==> config.mk <==
export PLATFORM = sky130hd
export DESIGN_NAME = grammar_notation_tokenizer
export DESIGN_NICKNAME = d
export VERILOG_FILES = /design/src/rtl/core/gnt_pkg.sv /design/src/rtl/core/gnt_scan.sv /design/src/rtl/core/gnt_res_fifo.sv /design/src/rtl/core/grammar_notation_tokenizer.sv
export SDC_FILE = /design/constraint.sdc
export NUM_CORES = 1
export LEC_CHECK = 0
export ABC_AREA = 1
export BUFFER_PORTS_ARGS = -buffer_cell sky130_fd_sc_hd__clkbuf_2
export CORE_MARGIN = 3
export CORE_UTILIZATION = 35
export DETAILED_ROUTE_END_ITERATION = 12
export SLEW_MARGIN = 10
export SYNTH_ARGS = -nofsm -noshare
export SYNTH_HDL_FRONTEND = slang
export SYNTH_HIERARCHICAL = 1
export SYNTH_SLANG_ARGS = --single-unit
export TNS_END_PERCENT = 100
==> constraint.sdc <==
create_clock -name aclk -period 5.9 [get_ports aclk]
set_clock_uncertainty 0.15 [all_clocks]
set_input_delay 0.295 -clock aclk [delete_from_list [all_inputs] [get_ports aclk]]
set_output_delay 0.295 -clock aclk [all_outputs]
set_load 0.02 [all_outputs]
==> src/rtl/core/gnt_pkg.sv <==
// Shared types, constants and helpers for the grammar-notation tokenizer.
// Depends on nothing; every module of the block imports it.
package gnt_pkg;

    localparam int POSITION_BITS = 16;
    localparam int TOKEN_W = 16;
    localparam int RES_DEPTH = 4;
    localparam int RES_PTR_W = $clog2(RES_DEPTH);
    localparam int RES_CNT_W = $clog2(RES_DEPTH + 1);
    localparam int WIDE_W = 33;

    localparam logic [POSITION_BITS-1:0] POS_MAX = {POSITION_BITS{1'b1}};
    localparam logic [WIDE_W-1:0] TOKEN_MAX = WIDE_W'({TOKEN_W{1'b1}});

    localparam logic [7:0] CH_NUL    = 8'h00;
    localparam logic [7:0] CH_SPACE  = 8'h20;
    localparam logic [7:0] CH_BANG   = 8'h21;
    localparam logic [7:0] CH_DQUOTE = 8'h22;
    localparam logic [7:0] CH_APOS   = 8'h27;
    localparam logic [7:0] CH_LPAREN = 8'h28;
    localparam logic [7:0] CH_RPAREN = 8'h29;
    localparam logic [7:0] CH_STAR   = 8'h2A;
    localparam logic [7:0] CH_PLUS   = 8'h2B;
    localparam logic [7:0] CH_MINUS  = 8'h2D;
    localparam logic [7:0] CH_DOT    = 8'h2E;
    localparam logic [7:0] CH_QMARK  = 8'h3F;
    localparam logic [7:0] CH_LBRACK = 8'h5B;
    localparam logic [7:0] CH_BSLASH = 8'h5C;
    localparam logic [7:0] CH_RBRACK = 8'h5D;
    localparam logic [7:0] CH_UNDER  = 8'h5F;
    localparam logic [7:0] CH_LBRACE = 8'h7B;
    localparam logic [7:0] CH_BAR    = 8'h7C;
    localparam logic [7:0] CH_RBRACE = 8'h7D;

    typedef enum logic [3:0] {
        KIND_ERROR   = 4'd0,
        KIND_DOT     = 4'd1,
        KIND_LPAREN  = 4'd2,
        KIND_RPAREN  = 4'd3,
        KIND_OR      = 4'd4,
        KIND_AND     = 4'd5,
        KIND_PLUS    = 4'd6,
        KIND_QMARK   = 4'd7,
        KIND_BANG    = 4'd8,
        KIND_STAR    = 4'd9,
        KIND_MINUS   = 4'd10,
        KIND_CHAR    = 4'd11,
        KIND_QUOTE   = 4'd12,
        KIND_RANGE   = 4'd13,
        KIND_RULE    = 4'd14,
        KIND_BRACKET = 4'd15
    } tok_kind_t;

    typedef struct packed {
        logic [7:0] text_char;
        logic       end_of_string;
    } char_in_t;

    typedef struct packed {
        tok_kind_t          token_kind;
        logic [TOKEN_W-1:0] token_start;
        logic [TOKEN_W-1:0] token_length;
        logic               last_token;
    } token_out_t;

    typedef struct packed {
        logic       pre_vld;
        token_out_t pre_tok;
        logic       main_vld;
        token_out_t main_tok;
    } res_push_t;

    function automatic logic [TOKEN_W-1:0] sat_token(input logic [WIDE_W-1:0] v);
        return (v > TOKEN_MAX) ? TOKEN_W'(TOKEN_MAX) : v[TOKEN_W-1:0];
    endfunction

    function automatic token_out_t mk_tok(input tok_kind_t kind,
                                          input logic [POSITION_BITS-1:0] start,
                                          input logic [WIDE_W-1:0] len,
                                          input logic last);
        token_out_t t;
        t.token_kind = kind;
        t.token_start = sat_token(WIDE_W'(start));
        t.token_length = sat_token(len);
        t.last_token = last;
        return t;
    endfunction

    function automatic logic [WIDE_W-1:0] span(input logic [POSITION_BITS-1:0] b,
                                               input logic [POSITION_BITS-1:0] cur);
        return (cur >= b) ? (WIDE_W'(cur) - WIDE_W'(b) + WIDE_W'(1)) : WIDE_W'(1);
    endfunction

    function automatic logic is_rule_char(input logic [7:0] c);
        return (c >= 8'h61 && c <= 8'h7A) || (c >= 8'h41 && c <= 8'h5A) || (c == CH_UNDER);
    endfunction

endpackage

==> src/rtl/core/gnt_scan.sv <==
// Scanner state and per-character token logic of the tokenizer.
// Depends on gnt_pkg; produces up to two tokens for each accepted character.
module gnt_scan (
    input  logic              aclk,
    input  logic              aresetn,
    input  logic              accept,
    input  gnt_pkg::char_in_t in_data,
    output gnt_pkg::res_push_t push
);
    import gnt_pkg::*;

    typedef enum logic [2:0] {
        ST_IDLE,
        ST_SPACE1,
        ST_SPACE2,
        ST_CHARLIT,
        ST_QUOTE,
        ST_RANGE,
        ST_RULE
    } scan_state_t;

    scan_state_t              state_reg, state_next;
    logic [2:0]               sub_reg, sub_next;
    logic [POSITION_BITS-1:0] pos_reg, pos_next;
    logic [POSITION_BITS-1:0] begin_reg, begin_next;
    logic [7:0]               prev_reg, prev_next;
    logic                     disc_reg, disc_next;

    logic [7:0]               c;
    logic                     eos;
    logic                     do_start;
    logic                     do_fail;
    logic                     range_ok;
    res_push_t                res;

    always_comb begin
        c = in_data.text_char;
        eos = in_data.end_of_string;
        state_next = state_reg;
        sub_next = sub_reg;
        begin_next = begin_reg;
        disc_next = disc_reg;
        do_start = 1'b0;
        do_fail = 1'b0;
        range_ok = 1'b0;
        res.pre_vld = 1'b0;
        res.pre_tok = mk_tok(KIND_AND, begin_reg, WIDE_W'(1), 1'b0);
        res.main_vld = 1'b0;
        res.main_tok = mk_tok(KIND_ERROR, begin_reg, span(begin_reg, pos_reg), 1'b1);

        if (disc_reg) begin
            res.main_vld = eos;
        end else begin
            case (state_reg)
                ST_SPACE1: begin
                    if (c == CH_BAR) begin
                        if (eos) begin
                            res.pre_vld = 1'b1;
                            res.main_vld = 1'b1;
                            res.main_tok = mk_tok(KIND_ERROR, pos_reg, WIDE_W'(1), 1'b1);
                            state_next = ST_IDLE;
                        end else begin
                            state_next = ST_SPACE2;
                        end
                    end else begin
                        res.pre_vld = 1'b1;
                        do_start = 1'b1;
                    end
                end
                ST_SPACE2: begin
                    if (c == CH_SPACE) begin
                        res.main_vld = 1'b1;
                        res.main_tok = mk_tok(KIND_OR, begin_reg, WIDE_W'(3), eos);
                        state_next = ST_IDLE;
                    end else begin
                        res.pre_vld = 1'b1;
                        begin_next = (begin_reg < POS_MAX) ? begin_reg + 1'b1 : begin_reg;
                        do_fail = 1'b1;
                    end
                end
                ST_CHARLIT: begin
                    if (sub_reg == 3'd1) begin
                        if (c == CH_NUL || eos) begin
                            do_fail = 1'b1;
                        end else begin
                            sub_next = (c == CH_BSLASH) ? 3'd2 : 3'd3;
                        end
                    end else if (sub_reg == 3'd2) begin
                        if (c == CH_APOS) begin
                            res.main_vld = 1'b1;
                            res.main_tok = mk_tok(KIND_CHAR, begin_reg,
                                                  span(begin_reg, pos_reg), eos);
                            state_next = ST_IDLE;
                        end else if (c == CH_NUL || eos) begin
                            do_fail = 1'b1;
                        end else begin
                            sub_next = 3'd3;
                        end
                    end else begin
                        if (c == CH_APOS) begin
                            res.main_vld = 1'b1;
                            res.main_tok = mk_tok(KIND_CHAR, begin_reg,
                                                  span(begin_reg, pos_reg), eos);
                            state_next = ST_IDLE;
                        end else begin
                            do_fail = 1'b1;
                        end
                    end
                end
                ST_QUOTE: begin
                    if (c == CH_DQUOTE && prev_reg != CH_BSLASH) begin
                        res.main_vld = 1'b1;
                        res.main_tok = mk_tok(KIND_QUOTE, begin_reg,
                                              span(begin_reg, pos_reg), eos);
                        state_next = ST_IDLE;
                    end else if (c == CH_NUL || eos) begin
                        do_fail = 1'b1;
                    end
                end
                ST_RANGE: begin
                    if (sub_reg == 3'd1 || sub_reg == 3'd4) begin
                        range_ok = (c != CH_NUL);
                    end else if (sub_reg == 3'd2 || sub_reg == 3'd3) begin
                        range_ok = (c == CH_DOT);
                    end else begin
                        range_ok = (c == CH_RBRACE);
                    end
                    if (!range_ok) begin
                        do_fail = 1'b1;
                    end else if (sub_reg >= 3'd5) begin
                        res.main_vld = 1'b1;
                        res.main_tok = mk_tok(KIND_RANGE, begin_reg,
                                              span(begin_reg, pos_reg), eos);
                        state_next = ST_IDLE;
                    end else if (eos) begin
                        do_fail = 1'b1;
                    end else begin
                        sub_next = sub_reg + 3'd1;
                    end
                end
                ST_RULE: begin
                    if (is_rule_char(c)) begin
                        if (eos) begin
                            res.main_vld = 1'b1;
                            res.main_tok = mk_tok(KIND_RULE, begin_reg,
                                                  span(begin_reg, pos_reg), 1'b1);
                            state_next = ST_IDLE;
                        end
                    end else begin
                        res.pre_vld = 1'b1;
                        res.pre_tok = mk_tok(KIND_RULE, begin_reg,
                                             (pos_reg > begin_reg) ?
                                             (WIDE_W'(pos_reg) - WIDE_W'(begin_reg)) :
                                             WIDE_W'(1), 1'b0);
                        do_start = 1'b1;
                    end
                end
                default: begin
                    do_start = 1'b1;
                end
            endcase
        end

        if (do_start) begin
            begin_next = pos_reg;
            state_next = ST_IDLE;
            sub_next = 3'd0;
            case (c)
                CH_DOT: begin
                    res.main_vld = 1'b1;
                    res.main_tok = mk_tok(KIND_DOT, pos_reg, WIDE_W'(1), eos);
                end
                CH_LPAREN: begin
                    res.main_vld = 1'b1;
                    res.main_tok = mk_tok(KIND_LPAREN, pos_reg, WIDE_W'(1), eos);
                end
                CH_RPAREN: begin
                    res.main_vld = 1'b1;
                    res.main_tok = mk_tok(KIND_RPAREN, pos_reg, WIDE_W'(1), eos);
                end
                CH_PLUS: begin
                    res.main_vld = 1'b1;
                    res.main_tok = mk_tok(KIND_PLUS, pos_reg, WIDE_W'(1), eos);
                end
                CH_QMARK: begin
                    res.main_vld = 1'b1;
                    res.main_tok = mk_tok(KIND_QMARK, pos_reg, WIDE_W'(1), eos);
                end
                CH_BANG: begin
                    res.main_vld = 1'b1;
                    res.main_tok = mk_tok(KIND_BANG, pos_reg, WIDE_W'(1), eos);
                end
                CH_STAR: begin
                    res.main_vld = 1'b1;
                    res.main_tok = mk_tok(KIND_STAR, pos_reg, WIDE_W'(1), eos);
                end
                CH_MINUS: begin
                    res.main_vld = 1'b1;
                    res.main_tok = mk_tok(KIND_MINUS, pos_reg, WIDE_W'(1), eos);
                end
                CH_LBRACK, CH_RBRACK: begin
                    res.main_vld = 1'b1;
                    res.main_tok = mk_tok(KIND_BRACKET, pos_reg, WIDE_W'(1), eos);
                end
                CH_SPACE: begin
                    if (eos) begin
                        res.main_vld = 1'b1;
                        res.main_tok = mk_tok(KIND_AND, pos_reg, WIDE_W'(1), 1'b1);
                    end else begin
                        state_next = ST_SPACE1;
                    end
                end
                CH_APOS: begin
                    if (eos) begin
                        do_fail = 1'b1;
                    end else begin
                        state_next = ST_CHARLIT;
                        sub_next = 3'd1;
                    end
                end
                CH_DQUOTE: begin
                    if (eos) begin
                        do_fail = 1'b1;
                    end else begin
                        state_next = ST_QUOTE;
                    end
                end
                CH_LBRACE: begin
                    if (eos) begin
                        do_fail = 1'b1;
                    end else begin
                        state_next = ST_RANGE;
                        sub_next = 3'd1;
                    end
                end
                default: begin
                    if (is_rule_char(c)) begin
                        if (eos) begin
                            res.main_vld = 1'b1;
                            res.main_tok = mk_tok(KIND_RULE, pos_reg, WIDE_W'(1), 1'b1);
                        end else begin
                            state_next = ST_RULE;
                        end
                    end else begin
                        do_fail = 1'b1;
                    end
                end
            endcase
        end

        if (do_fail) begin
            state_next = ST_IDLE;
            if (eos) begin
                res.main_vld = 1'b1;
                res.main_tok = mk_tok(KIND_ERROR, begin_next,
                                      span(begin_next, pos_reg), 1'b1);
            end else begin
                disc_next = 1'b1;
            end
        end

        if (eos) begin
            state_next = ST_IDLE;
            sub_next = 3'd0;
            pos_next = '0;
            begin_next = '0;
            prev_next = CH_NUL;
            disc_next = 1'b0;
        end else begin
            pos_next = (pos_reg < POS_MAX) ? pos_reg + 1'b1 : POS_MAX;
            prev_next = c;
        end

        push = res;
        push.pre_vld = res.pre_vld & accept;
        push.main_vld = res.main_vld & accept;
    end

    always_ff @(posedge aclk) begin
        if (!aresetn) begin
            state_reg <= ST_IDLE;
            sub_reg <= 3'd0;
            pos_reg <= '0;
            begin_reg <= '0;
            prev_reg <= CH_NUL;
            disc_reg <= 1'b0;
        end else if (accept) begin
            state_reg <= state_next;
            sub_reg <= sub_next;
            pos_reg <= pos_next;
            begin_reg <= begin_next;
            prev_reg <= prev_next;
            disc_reg <= disc_next;
        end
    end

endmodule

==> src/rtl/core/gnt_res_fifo.sv <==
// Result queue of the tokenizer: takes up to two tokens a cycle, gives one while m_ready is high.
// Depends on gnt_pkg for the token type and the queue depth.
module gnt_res_fifo (
    input  logic                aclk,
    input  logic                aresetn,
    input  gnt_pkg::res_push_t  push,
    output logic                room,
    output logic                m_valid,
    input  logic                m_ready,
    output gnt_pkg::token_out_t m_data
);
    import gnt_pkg::*;

    token_out_t           mem [RES_DEPTH];
    logic [RES_PTR_W-1:0] wr_ptr_reg, wr_ptr_next;
    logic [RES_PTR_W-1:0] rd_ptr_reg, rd_ptr_next;
    logic [RES_CNT_W-1:0] count_reg, count_next;
    logic [1:0]           n_push;
    logic                 pop;
    token_out_t           first_tok;

    always_comb begin
        n_push = {1'b0, push.pre_vld} + {1'b0, push.main_vld};
        first_tok = push.pre_vld ? push.pre_tok : push.main_tok;
        pop = m_valid && m_ready;
        wr_ptr_next = wr_ptr_reg + RES_PTR_W'(n_push);
        rd_ptr_next = rd_ptr_reg + RES_PTR_W'(pop);
        count_next = count_reg + RES_CNT_W'(n_push) - RES_CNT_W'(pop);
        room = (count_reg <= RES_CNT_W'(RES_DEPTH - 2));
        m_valid = (count_reg != '0);
        m_data = mem[rd_ptr_reg];
    end

    always_ff @(posedge aclk) begin
        if (n_push != 2'd0) begin
            mem[wr_ptr_reg] <= first_tok;
        end
        if (n_push == 2'd2) begin
            mem[wr_ptr_reg + RES_PTR_W'(1)] <= push.main_tok;
        end
    end

    always_ff @(posedge aclk) begin
        if (!aresetn) begin
            wr_ptr_reg <= '0;
            rd_ptr_reg <= '0;
            count_reg <= '0;
        end else begin
            wr_ptr_reg <= wr_ptr_next;
            rd_ptr_reg <= rd_ptr_next;
            count_reg <= count_next;
        end
    end

endmodule

==> src/rtl/core/grammar_notation_tokenizer.sv <==
// Top level of the grammar-notation tokenizer: scanner plus result queue.
// Depends on gnt_pkg, gnt_scan and gnt_res_fifo.
//
// The block takes one character per cycle while s_ready is high and decides its tokens in
// the same cycle, so a character transfer can follow in every cycle that the queue has room.
// A character gives zero, one or two tokens, which enter a four-entry result queue; tokens
// leave it one per cycle while m_ready is high. The input is ready whenever the queue holds
// at most two tokens, so a stream that gives no more than one token per character runs at
// one character per cycle while the output is drained every cycle, and the output port's
// rate of one token per cycle bounds the rest.
module grammar_notation_tokenizer (
    input  logic                aclk,
    input  logic                aresetn,
    input  logic                s_valid,
    output logic                s_ready,
    input  gnt_pkg::char_in_t   s_data,
    output logic                m_valid,
    input  logic                m_ready,
    output gnt_pkg::token_out_t m_data
);
    import gnt_pkg::*;

    logic      accept;
    logic      room;
    res_push_t push;

    assign accept = s_valid && s_ready;
    assign s_ready = room;

    gnt_scan u_scan (
        .aclk    (aclk),
        .aresetn (aresetn),
        .accept  (accept),
        .in_data (s_data),
        .push    (push)
    );

    gnt_res_fifo u_fifo (
        .aclk    (aclk),
        .aresetn (aresetn),
        .push    (push),
        .room    (room),
        .m_valid (m_valid),
        .m_ready (m_ready),
        .m_data  (m_data)
    );

    // Every string ends with at least one token.
    a_end_gives_token: assert property (@(posedge aclk) disable iff (!aresetn)
        (accept && s_data.end_of_string) |-> (push.pre_vld || push.main_vld))
        else $error("final character of a string gave no token");

    // Only the final character of a string may mark a token as last.
    a_last_only_at_end: assert property (@(posedge aclk) disable iff (!aresetn)
        (accept && !s_data.end_of_string) |->
            !(push.main_vld && push.main_tok.last_token))
        else $error("last token flagged before end of string");

    // A leading token of a pair is never the last one.
    a_pre_not_last: assert property (@(posedge aclk) disable iff (!aresetn)
        push.pre_vld |-> (!push.pre_tok.last_token && push.pre_tok.token_kind != KIND_ERROR))
        else $error("leading token of a pair has wrong kind or last flag");

endmodule

==> Word-level counts from Yosys, hierarchy flattened <==
Memory sizes are Yosys's and may differ from the RTL's. A register that Yosys moved wholly into a read port is not among the register bits.
Index checks and enable logic that the tools add are counted.
{ "classes": {"add_sub_neg": 13, "mul": 0, "n_div": 0, "n_lt_le_gt_ge": 14, "n_eq_ne": 44, "n_shift": 0, "mux": 99, "n_bitwise": 2, "n_reduce_logical": 26} }
{ "op_table": {"columns": ["cell", "n"], "rows": [
  ["38-bit two-way mux", 18],
  ["38-bit one-hot mux with 11 select lines", 1],
  ["38-bit one-hot mux with 6 select lines", 1],
  ["16-bit two-way mux", 11],
  ["37-bit two-way mux", 3],
  ["33-bit by 16-bit > comparator with 1-bit output, second input constant", 3],
  ["33-bit two-way mux", 3],
  ["8-bit by 6-bit == test with 1-bit output, second input constant", 11],
  ["33-bit by 1-bit adder with 33-bit output, second input constant", 2],
  ["3-bit two-way mux", 22],
  ["8-bit by 7-bit == test with 1-bit output, second input constant", 7],
  ["16-bit by 16-bit subtractor with 17-bit output", 2],
  ["16-bit by 1-bit adder with 16-bit output, second input constant", 2],
  ["16-bit >= comparator", 2],
  ["16-bit < comparator, second input constant", 2],
  ["1-bit two-way mux", 31],
  ["5-bit by 2-bit inequality test with 1-bit output, second input constant", 6],
  ["3-bit one-hot mux with 5 select lines", 2],
  ["8-bit by 7-bit >= comparator with 1-bit output, second input constant", 2],
  ["16-bit > comparator", 1],
  ["8-bit by 7-bit less-or-equal comparator with 1-bit output, second input constant", 2],
  ["8-bit nonzero test", 2],
  ["3-bit by 2-bit == test with 1-bit output, second input constant", 4],
  ["3-bit == test, second input constant", 4],
  ["38 further kinds", 54]
]} }
{ "totals": {"register_bits": 54, "latch_bits": 0, "ramBits": 148, "mem_bits_ro": 0, "inputBits": 13, "out_inout_bits": 39, "mem_count": 1} }
{ "memory_table": {"columns": ["name", "depth", "width", "rd", "rd_clocked_by_memory_dff", "wr", "line", "text"], "rows": [
  ["u_fifo.mem", 4, 37, 1, 1, 2, "gnt_res_fifo.sv:14", "token_out_t mem [RES_DEPTH];"]
]} }

==> Logic depth before layout (Yosys ltp) <==
Gate-level depths: netlist of the first run.
{ "logic_depth": {"ltp_word": 20, "mapped_depth": 41, "mapped_depth_nobuf": 37} }

==> By module <==
The synthesis of the first run kept the hierarchy.
{ "by_module_without_submodules": {"columns": ["mod", "n_inst", "cells_per_inst", "area_per_inst_um2", "seq_area_each_um2"], "rows": [
  ["gnt_res_fifo", 1, 865, 8062.7, 4584.4],
  ["gnt_scan", 1, 1425, 7768.7, 940.9],
  ["grammar_notation_tokenizer", 1, 2, 7.5, 0.0]
]} }

==> Worst setup path after synthesis of the first run <==
OpenSTA, ideal clock, no wires.
{ "synth_timing": {"path_type": "register to register", "start": "register u_fifo.count_reg[2]", "end": "memory u_fifo/mem[3][0] (netlist bit) (enable)", "setup_ns": 0.487, "arrival_time_ns": 5.104, "required_ns": 5.263, "setup_slack_ns": 0.159, "stages_incl_launch_ff": 12, "n_path_buf": 3, "period_less_slack_ns": 5.741, "cell_sequence": "dfxtp_1 > a21oi_1 > nand2_1 > inv_1 > inv_1 > clkbuf_1 > a211oi_1 > buf_6 > buf_2 > inv_1 > ha_1 > o31ai_1"} }
{ "synth_rtl": {"columns": ["item", "line", "text"], "rows": [
  ["start: declaration", "gnt_res_fifo.sv:17", "logic [RES_CNT_W-1:0] count_reg, count_next;"],
  ["start signal: assignment", "gnt_res_fifo.sv:51", "count_reg <= count_next;"],
  ["end: declaration", "gnt_res_fifo.sv:14", null]
]} }

==> results of run 1 <==
==> synth_stat cells (10+ instances only) <==
cell type / n / area share
nand2_1: 647 / 0.15
o21ai_0: 267 / 0.084
inv_1: 251 / 0.059
nor2_1: 195 / 0.046
edfxtp_1: 148 / 0.28
nand3_1: 106 / 0.033
a21oi_1: 98 / 0.031
o21ai_1: 76 / 0.024
dfxtp_1: 54 / 0.068
ha_1: 46 / 0.036
o22ai_1: 46 / 0.018
clkbuf_1: 40 / 0.0095
xor2_1: 29 / 0.016
nand4_1: 27 / 0.011
buf_6: 26 / 0.018
buf_2: 25 / 0.0079
nor3_1: 24 / 0.0076
o21ai_2: 22 / 0.012
o211ai_1: 17 / 0.0081
inv_2: 15 / 0.0036
nand2_2: 12 / 0.0047
buf_4: 10 / 0.0047
xnor2_1: 10 / 0.0055
==> kinds of logic (layout without fill, tap and decap cells) <==
group / after synthesis / in the layout / share of synthesized area
buffers and inverters: 373 / 440 / 0.1055
AO/OA/AOI/OAI: 569 / 569 / 0.1997
AND/OR/NAND/NOR: 1057 / 1057 / 0.2821
flip-flops: 202 / 202 / 0.3488
XOR/XNOR: 40 / 40 / 0.02330
adder cells (fa/ha/maj): 49 / 49 / 0.04013
other: 2 / 2 / 0.0004741
==> metrics by stage <==
step                hold WS (ns)  TNS [ns]  cell area (um^2)  power [mW]
floorplan                 0.2385         0             15840       7.058
global placement          0.3035         0             16750       8.989
detailed placement        0.3113         0             16750       9.107
CTS                      0.04191         0             17570       10.53
global route              0.1255  -0.02082             17670       11.59
finish                   0.06988         0             17670       10.60
==> cell type report <==
type                            count  area share
Clock buffer                       26     0.03442
Clock inverter                     18    0.006091
Inverter                          269     0.05751
Multi-Input combinational cell   1717      0.4965
Sequential cell                   202      0.3129
Tap cell                          592     0.04193
Timing Repair Buffer              127     0.05064
==> per-layer routing <==
| metal | wire [um] | GRT usage | up-vias |
|---|---|---|---|
| li1 | - | - | 7766 |
| met3 | 3589 | 0.02836 | 55 |
| met4 | 942 | 0.04731 | 0 |
| met5 | 0 | 0 | - |
| met1 | 24410 | 0.3064 | 7371 |
| met2 | 23760 | 0.3565 | 499 |
==> power by group through the flow <==
stage / Sequential [mW] / Combinational [mW] / Clock (mW)
3_5_place_dp: 2.32 / 6.79 / 0
2_1_floorplan: 2.30 / 4.76 / 0
4_1_cts: 2.29 / 6.82 / 1.42
5_1_grt: 2.32 / 7.80 / 1.47
6_report: 2.30 / 6.92 / 1.38
3_3_place_gp: 2.32 / 6.67 / 0
==> worst min-delay path, stage by stage <==
cell	delay, ns
clkbuf_2	0.08
nand2_1	0.05
inv_1	0.14
nand2_1	0.11
a21oi_1	0.05
==> path summary, 6_finish.rpt <==
path | from | end | slack [ns]
hold / removal | s_valid | u_scan/disc_reg | 0.07
setup reg to reg | u_scan/begin_reg[1] | u_fifo/mem[0][15] | 0.47
hold reg to reg | u_scan/prev_reg[7] | u_scan/prev_reg[7] | 0.32
setup / recovery | u_scan/begin_reg[1] | u_fifo/mem[0][15] | 0.47
==> repair_timing <==
action / CTS / global route
gates resized for setup: 0 / 22
setup endpoints to repair: 0 / 64
endpoints found under the hold margin: 16 / 0
buffers inserted: 0 / 4
hold buffers: 11 / 0
==> metrics.cfg, run 1 <==
[status]
status=complete, no violations

[timing]
min_period_ns=5.431
achievable-frequency_ghz=0.1841
slew_viol_final=0
fin_ws_ns=0.4690
slew_headroom=0.4015
hold_viol_final=0
period_share=0.9205
rsz0062_at_grt=true
worst_pin_slew_ns=0.8957
finalSetupViolCount=0

[clocking]
cts-root-buf=clkbuf_16
cts_num_sinks=202
tritoncts=done
clkTransAtPathRegs_ns=0.06
clk_latency_ns=0.55
cts_max_level=1
clockBufferDepth=3
cts_buffers=24

[power]
p_comb_frac=0.653
switching_share=0.5127
vdd_ir_drop_max_mv=0.2502
pwr-share-clk=0.130
p_leak_nw=7.379
p_int_mw=5.165
p_per_area_nw_per_um2=600.0
seqPwrFrac=0.217
p_switching_mw=5.434

[critical_path]
cpMostUsedCell=nand2_1
crit_type=flip-flop to flip-flop
cp.required_ns=6.02
critPathBufInv=6
cp-end-kind=flip-flop
path_depth=30
cpLargestDelayFamily=simple AND/OR/NAND/NOR gates
start_kind=flip-flop
critPathMaxFanout=16
r2r_cells=30
cp.arrival_ns=5.55
crit_path_top_delay_cell=ha_1
critPathMaxStageDelay_ns=0.42

[placement]
place_hpwl_um=37420
preCtsSetupSlack_ns=0.2106
port_buffers=51
gp_congestion=0.9607
dp.cells=2892

[layout]
most-common-layout-cells=nand2_1, o21ai_0, inv_1
nFillCells=4660
area_delta_synth_final_pct=11.53
multi_input_area_um2=8771
fin_nets=2403
instances_no_fill=2951
largest_reg_flops=148
post-route-util=0.3978
insertedDiodeCount=0
final_common_cell=nand2_1
drive_gt1_frac=0.1106
seqCellArea_um2=5528

[flow_run]
drv_cap=0

[synthesis]
synthDistinctLibCells=61
synthArstFlopShare=0
ys_warn_count=6
ys_seq_area_frac=0.3488
ys_ff_latch=202
syn-cell-area_um2=15840
synth_edf_count=148
syn_avg_cell_area_um2=6.911
syn_nets=2354
synth_cells=2292
yosys_most_used_dff=edfxtp_1

[min_path]
min_path_type=primary input to flip-flop
hold_path_depth=5

[routing]
wire_per_inst_um=17.86
num_vias=15691
postRouteAntennaNets=0
drt-pass1-iter-count=5
drtIter0Drc=1371
vias_per_cell=5.317
finalWirelength_um=52710
drc=0

[grt]
grt_max_degree=75
antenna_found_initial=0
grt_pass1_vias=14794
grt_overflow_total=0
grt_pass1_wl_um=82800
grt_usage=0.2173

[floorplan]
rows=77
start_util=0.3566
die_w_um=218.7
core_area_um2=44410
chipHeight_um=218.7
dieArea_um2=47840
ios=52

(Power assumes the default switching activity.)
==> run 2, diff against run 1 <==
Settings changed: SLEW_MARGIN 10 to default, SYNTH_HIERARCHICAL 1 to default.
==> run 2 against run 1 <==
  * Highest routed layer unchanged
  * Cell count decreased by 3.2%
  * Maximum frequency decreased by 2.1%
  * Critical endpoint is now u_fifo.mem[0][9]
  * Global-route usage increased by 1.5 points
  * Sequential share of layout area increased by 0.45 points
  * Critical path depth decreased by 1
  * Wire length increased by 5.9%
  * Cell area decreased by 1.5%
  * Synthesized area decreased by 2.5%
  * Count of clock-buffer cells in the layout increased by 1
  * Setup slack got worse by 0.12 ns
  * Synthesized cell count decreased by 3.9%
  * Non-clock buffer count unchanged
==> metrics.cfg, run 2 <==
[critical_path]
critPathMaxFanout=14  ; -2
rrSetupSlack_ns=0.35  ; -0.12 ns
cp-end-kind=flip-flop
cp.required_ns=6.02  ; about the same
start_kind=flip-flop
r2r_cells=29  ; -3.3%
cp.arrival_ns=5.67  ; +0.12 ns
r2r-start=u_scan.begin_reg[0]
critPathMaxStageDelay_ns=0.54  ; +0.12 ns
r2r_end=u_fifo.mem[0][9]
crit_type=flip-flop to flip-flop
crit_path_top_delay_cell=nor4_2
cpMostUsedCell=nand2_1

[timing]
hold_viol_final=0  ; unchanged
worst_pin_slew_ns=1.072  ; +0.1766 ns
slew_headroom=0.2852  ; -0.1163
finalSetupViolCount=0  ; unchanged
achievable-frequency_ghz=0.1802  ; -2.1%
fin_ws_ns=0.3517  ; -0.1172 ns
tns_ns=0  ; unchanged
period_share=0.9404  ; +0.01987
min_period_ns=5.548  ; +0.1172 ns
slew_viol_final=0  ; unchanged

[layout]
fin_nets=2317  ; -3.6%
area_delta_synth_final_pct=12.77
instances_no_fill=2858  ; -3.2%
multi_input_area_um2=8633  ; -1.6%
insertedDiodeCount=0  ; unchanged
final_common_cell=nand2_1
drive_gt1_frac=0.1241  ; +0.01343
seqCellArea_um2=5527  ; about the same
nFillCells=4569  ; -2.0%
post-route-util=0.4015  ; +0.003737
largest_reg_flops=148  ; unchanged
most-common-layout-cells=nand2_1, nor2_1, inv_1, o21ai_0, edfxtp_1

[grt]
grt_usage=0.2325  ; +0.01518
grt_pass1_vias=14737  ; -0.39%
grt_max_degree=77  ; +2.7%
antenna_found_initial=0  ; unchanged
grt_pass1_wl_um=86090  ; +4.0%
grt_overflow_total=0  ; unchanged

[clocking]
clk_latency_ns=0.55  ; about the same
tritoncts=done
cts_buffers=24  ; unchanged
cts_max_level=1  ; unchanged
cts-root-buf=clkbuf_16
cts_num_sinks=202  ; unchanged
clockBufferDepth=3  ; unchanged
clkTransAtPathRegs_ns=0.07  ; about the same

[routing]
num_vias=15658  ; -0.21%
postRouteAntennaNets=0  ; unchanged
wire_per_inst_um=19.53  ; +9.4%
drt-pass1-iter-count=6  ; +1
drtIter0Drc=1519  ; +11%
vias_per_cell=5.479  ; +3.0%
drc=0  ; unchanged
finalWirelength_um=55820  ; +5.9%

[power]
p_total_mw=10.91  ; +2.9%
p_comb_frac=0.662  ; +0.009
seqPwrFrac=0.214  ; -0.003
switching_share=0.5241  ; +0.01143
vdd_ir_drop_max_mv=0.2703  ; +8.0%
p_per_area_nw_per_um2=626.7  ; +4.4%
pwr-share-clk=0.125  ; -0.005
p_leak_nw=7.444  ; +0.88%
p_int_mw=5.192  ; +0.52%
p_switching_mw=5.718  ; +5.2%

[floorplan]
rows=76  ; -1.3%
core_area_um2=43360  ; -2.4%
die_w_um=216.0  ; -1.2%
chipHeight_um=216.0  ; -1.2%
start_util=0.3560  ; -0.0006083
dieArea_um2=46660  ; -2.5%
ios=52  ; unchanged

[synthesis]
ys_warn_count=0  ; -6
syn-cell-area_um2=15440  ; -2.5%
ys_ff_latch=202  ; unchanged
synth_edf_count=148  ; unchanged
ys_seq_area_frac=0.3579  ; +0.009076
synth_commonest_cells=nand2_1, nor2_1, o21ai_0
syn_avg_cell_area_um2=7.007  ; +1.4%
yosysTopAreaCell=edfxtp_1
synthArstFlopShare=0  ; unchanged
synthDistinctLibCells=62  ; +1.6%
syn_nets=2263  ; -3.9%
yosysTopAreaCellShare=0.2879  ; +0.007300
synth.area.top_cells=edfxtp_1, nand2_1, dfxtp_1
yosys_most_used_dff=edfxtp_1
synth.most_common_cell=nand2_1
synth_cells=2203  ; -3.9%

[placement]
place_hpwl_um=40070  ; +7.1%
gp_congestion=0.9459  ; -1.5%
dp.cells=2805  ; -3.0%
preCtsSetupSlack_ns=0.1034  ; -0.1073 ns
port_buffers=51  ; unchanged

[status]
status=complete, no violations

[min_path]
hold_path_depth=2  ; -3
hold_start=s_data[0]
min_to=u_scan.disc_reg
min_path_type=primary input to flip-flop

[flow_run]
drv_cap=0  ; unchanged

==> run 2: cell count changes after synthesis, moves of 25 or more <==
cell / previous run / this run
o21ai_1: 76 / 14
clkbuf_1: 40 / 76
a22oi_1: 2 / 46
nor2_1: 195 / 239
a21oi_1: 98 / 123
nand2_1: 647 / 575
inv_1: 251 / 209
o21ai_0: 267 / 210
==> run 2: power groups by stage <==
stage	combinational, mW	sequential [mW]	clock, mW
global placement	6.95	2.36	0
floorplan	5.01	2.35	0
finish	7.22	2.33	1.36
CTS	7.04	2.33	1.39
detailed placement	7.01	2.36	0
global route	8.12	2.35	1.44
==> run 2: cell type report <==
cell class                      count  area share
Sequential cell                   202      0.3174
Multi-Input combinational cell   1660      0.4959
Timing Repair Buffer              127     0.05189
Inverter                          242     0.05232
Clock buffer                       27     0.03514
Clock inverter                     15    0.005247
Tap cell                          585     0.04204
==> run 2: through the flow <==
| step | hold slack [ns] | area [um^2] |
|---|---|---|
| final | 0.1309 | 17410 |
| after global routing | 0.1340 | 17410 |
| after detailed placement | 0.3076 | 16550 |
| after floorplan | 0.2896 | 15440 |
| after CTS | 0.08198 | 17350 |
| after global placement | 0.3033 | 16550 |
==> run 2: logic make-up after synthesis <==
| kind of cell | synth area share |
|---|---|
| buffers and inverters | 0.08762 |
| AO/OA/AOI/OAI | 0.2004 |
| XOR/XNOR | 0.01532 |
| AND/OR/NAND/NOR | 0.2997 |
| adder cells (fa/ha/maj) | 0.03907 |
| flip-flops | 0.3579 |
==> run 2: repair_timing <==
action | CTS | global route
setup buffers | 0 | 1
resized for setup | 0 | 5
hold buffers | 9 | 0
endpoints found under the hold margin | 17 | 0
endpoints found under the setup margin | 0 | 64
==> run 2: how the worst max path moves through the flow <==
stage,from,end,slack [ns],cells after the start
final,u_scan.begin_reg[0],u_fifo.mem[0][9],0.35,29
after floorplan,s_data[8],u_fifo.mem[3][0],0.06,25
after detailed placement,s_data[4],u_fifo.mem[2][3],0.10,31
after global routing,u_scan.begin_reg[0],u_fifo.mem[0][9],-0.05,29
after CTS,s_data[8],u_fifo.mem[2][3],0.10,33
after global placement,s_data[4],u_fifo.mem[2][10],0.14,31
==> run 2: metal layers <==
metal | wire, um | share of wire | track usage | vias to the layer above
met5 | 0 | 0 | 0 | -
met3 | 4751 | 0.085 | 0.03084 | 83
li1 | - | - | - | 7570
met4 | 1330 | 0.024 | 0.05844 | 0
met1 | 24810 | 0.44 | 0.3318 | 7322
met2 | 24930 | 0.45 | 0.3735 | 683
==> run 2: critical path, delay by kind of cell, from the launching register on <==
family          cells  cell delay (ns)
simple gates       16             2.27
buf+inv             6             0.71
fa+ha+maj           2             0.77
compound gates      4             0.72
xor+xnor            1             0.17
flops               1             0.47
